[config.mk]
export PLATFORM = sky130hd
export DESIGN_NAME = lsf_ram
export DESIGN_NICKNAME = d
export VERILOG_FILES = /design/src/rtl/lsf_ram.sv
export SDC_FILE = /design/constraint.sdc
export NUM_CORES = 1
export LEC_CHECK = 0
export ABC_CLOCK_PERIOD_IN_PS = 1800
export BUFFER_PORTS_ARGS = -buffer_cell sky130_fd_sc_hd__buf_2
export CAP_MARGIN = 20
export CORE_MARGIN = 8
export CORE_UTILIZATION = 51
export DETAILED_ROUTE_END_ITERATION = 8
export GPL_ROUTABILITY_DRIVEN = 0
export PLACE_DENSITY = 0.72
export SETUP_SLACK_MARGIN = 0.5
export SYNTH_ARGS = -nofsm -noshare
export SYNTH_HDL_FRONTEND = slang
export SYNTH_SLANG_ARGS = --single-unit
[constraint.sdc]
create_clock -name clk -period 1.8 [get_ports clk]
set_clock_uncertainty 0.05 [all_clocks]
set_input_delay 0.09 -clock clk [delete_from_list [all_inputs] [get_ports clk]]
set_output_delay 0.09 -clock clk [all_outputs]
set_load 0.01 [all_outputs]
[src/rtl/lsf_ram.sv]
// Generic simple dual-port RAM: one write port, one read port, registered read.
// Read during write to the same address returns the old data.
// No dependencies.
module lsf_ram #(
  parameter int WIDTH = 8,
  parameter int DEPTH = 16
) (
  input  logic                     clk,
  input  logic                     wr_en,
  input  logic [$clog2(DEPTH)-1:0] wr_addr,
  input  logic [WIDTH-1:0]         wr_data,
  input  logic                     rd_en,
  input  logic [$clog2(DEPTH)-1:0] rd_addr,
  output logic [WIDTH-1:0]         rd_data
);

  logic [WIDTH-1:0] mem [DEPTH];

  always_ff @(posedge clk) begin
    if (wr_en) begin
      mem[wr_addr] <= wr_data;
    end
    if (rd_en) begin
      rd_data <= mem[rd_addr];
    end
  end

endmodule

==> results.md <==
- Number of synthesized flops with an enable pin: 136
- Ranking of synthesized cells by area: edfxtp_1, mux4_2, mux4_1
- Avg Synthesized Cell Area: 22.83 sq um
- Vias in the first global route: approximately 2600
- Core Box Area: between 10000 and 15000 sq um
- Period utilization: about 81%
- CP Capture Type: flip-flop
- Ys flop type: edfxtp_1
- Area of the multi-input gates: between 1000 and 1500 sq um
- Worst Setup SP: mem[13][3]
- Dpl ws: 0.1162 ns
- Relative slew slack: 68.61%
- Root Buffer: clkbuf_8
- Critical path fanouts, max: 1
- Gr ovfl total: 0
- Crit path required time: roughly 2 ns
- Distinct cells, synth: 18
- Wirelength per Cell: around 22 um
- Crit path DAT: about 1.7 ns
- CTS tree: done
- Setup TNS: 0 ns
- Status: completed
- Antenna-violating nets left: 0
- Post-DP HPWL: just over 6 mm
- Share of async-settable or async-resettable flops after synthesis: 0%
- Reg area: 4084 sq um
- I/O pin count: 27
- Area grow syn2layout: 19.27%
- N_diodes: 0
- Hold path start: wr_addr[0]
- Clock buffer depth: 2
- WL final: 9.548 mm
- Aggregate global-route resource usage: between 10% and 20%
- Tot Pwr: between 6 and 7 mW
- IO Port Bufs: 26
- Hold Vio Cnt, Final: 0
- Pleak: around 2.1 nW
- Reg2reg setup slack: between 0.3 and 0.4 ns
- Final std cells w/o fill: 441
- First-pass GRT wire length: about 15 mm
- Max Freq: ~0.69 GHz
- Clk slew on worst S/H paths: roughly 0.06 ns
- P per Cell Area: 1097 nW/um^2
- Filler instances: 682
- Reg2reg start: mem[13][3]
- Die X: ~120 um
- Row count: 37
- Share of the yosys chip area belonging to registers: about four fifths
- Num Clock Sinks: between 100 and 150
- CTS H-Tree Depth: 4
- Worst Slack Setup Final: ~0.35 ns
- Vias: roughly 2400
- Syn_nets: ~250
- Inserted Clock Buffers: 17
- Synth area leader: edfxtp_1
- Dpl cells: roughly 400
- Iter 0 DRT Violations: between 150 and 200
- Worst Tran Pin Value: about 0.47 ns
- Final nets: between 300 and 400
- MaxCap Viol Count: 0
- Synth top area share: roughly four fifths
- Final setup fails: 0
- Slew Limit Fails: 0
- Setup Buffers After CTS: 0
- DIE HEIGHT: roughly 120 um
- Synth Instances: ~230
- Worst skew pair latency: approximately 0.52 ns
- Period minus WS final: 1.455 ns
- Die footprint: 13750 sq um
- Via density: between 5 and 6
- CP startpoint kind: flip-flop
- DP Area: ~5600 sq um
- Tightest Hold Check Type: primary input to flip-flop
- Pre-Repair DR Iteration Count: 5
- Residual DRC: 0
- Largest net degree at the start of global routing: 33
- Antenna violations before repair: 0
- Design area: 6235 sq um
- RSZ-0062 raised after global routing: yes
- Synthesized cell area: 5228 sq um
- Worst VDD drop: 420.7 uV
- Starting Density: between 50% and 60%
- Layout cells sized above 1: between 30% and 40%
- Synth Register Bits: between 100 and 150
- Crit Path Class: flip-flop to flip-flop
- YS warnings: 0
==> cell families after synthesis <==
group	synth area share (%)
flops	78.12
simple gates	3.136
mux	14.79
compound gates	2.298
buf+inv	1.651
==> path summary, 6_finish.rpt <==
path / depth (start not counted) / end
worst min-delay path: 3 / mem[0][7]
worst min register to register: 3 / rd_data[5]
worst max-delay path: 3 / rd_data[3]
worst max register to register: 3 / rd_data[3]
==> report_power, final <==
part / total [mW] / internal, mW / switching (mW)
logic: 0.372 / 0.171 / 0.202
registers: 3.59 / 3.57 / 0.0192
clock network: 2.88 / 1.77 / 1.11
total: 6.84 / 5.51 / 1.33
==> cells in the final DEF (no fill, tap or decap) <==
cell type | Yosys | final
nor2b_1 | 1 | 1
and2_1 | 1 | 1
clkbuf_16 | 0 | 16
or3b_2 | 1 | 1
dlygate4sd3_1 | 0 | 9
nand2b_1 | 2 | 2
a22oi_2 | 0 | 10
nor3_2 | 0 | 3
nand2_1 | 9 | 9
clkbuf_8 | 0 | 1
clkinv_1 | 0 | 5
nand3b_1 | 2 | 2
clkbuf_1 | 0 | 4
and2b_1 | 1 | 1
buf_12 | 0 | 3
buf_4 | 1 | 19
nand3_1 | 1 | 1
nor2_1 | 13 | 13
clkinv_2 | 0 | 2
bufinv_16 | 0 | 1
nor3_1 | 4 | 1
edfxtp_1 | 136 | 136
a22oi_1 | 16 | 6
buf_2 | 3 | 26
mux4_2 | 18 | 32
==> layout make-up <==
class | instances | share of cell area (%)
Sequential cell | 136 | 65.50
Multi-Input combinational cell | 83 | 17.16
Clock buffer | 21 | 6.883
Timing Repair Buffer | 57 | 6.783
Tap cell | 136 | 2.729
Clock inverter | 8 | 0.9432
==> cell usage after synthesis, drive strengths merged (2+ instances only) <==
master and number:
nand3b 2, mux4 32, clkdlybuf4s25 3, nand2b 2
edfxtp 136, buf 7, nand2 9, a22oi 16
nor3 4, nor2 13
==> stage by stage <==
| step | util, % | hold WS [ns] |
|---|---|---|
| 6_report | 61.50 | 0.09756 |
| 2_1_floorplan | - | 0.1389 |
| 5_1_grt | 61.50 | 0.09106 |
| 3_3_place_gp | 55.30 | 0.4242 |
| 4_1_cts | 61.40 | 0.07631 |
| 3_5_place_dp | 55.30 | 0.4227 |
==> worst max-delay path: stages (launching register included) <==
cell,delay [ns]
edfxtp_1,0.40
mux4_2,0.49
a22oi_2,0.15
nand2_1,0.11
==> per-layer routing <==
metal	vias up	GRT usage (%)	wire length, um
met5	-	0	0
met4	0	7.765	196
met3	18	4.464	593
met2	74	25.63	4883
met1	1247	19.27	3874
li1	1097	-	-
==> sequential cells by signal, summed over array words and instances (netlist names) <==
name,count
mem,128
rd_data,8
==> repair_timing <==
action / 4_1_cts / 5_1_grt
endpoints found under the setup margin: 8 / 8
hold buffers: 9 / 0
pin swaps: 2 / 0
hold endpoints to repair: 136 / 0
gates resized for setup: 8 / 2
No activity file was read; power rests on OpenSTA's default activity.
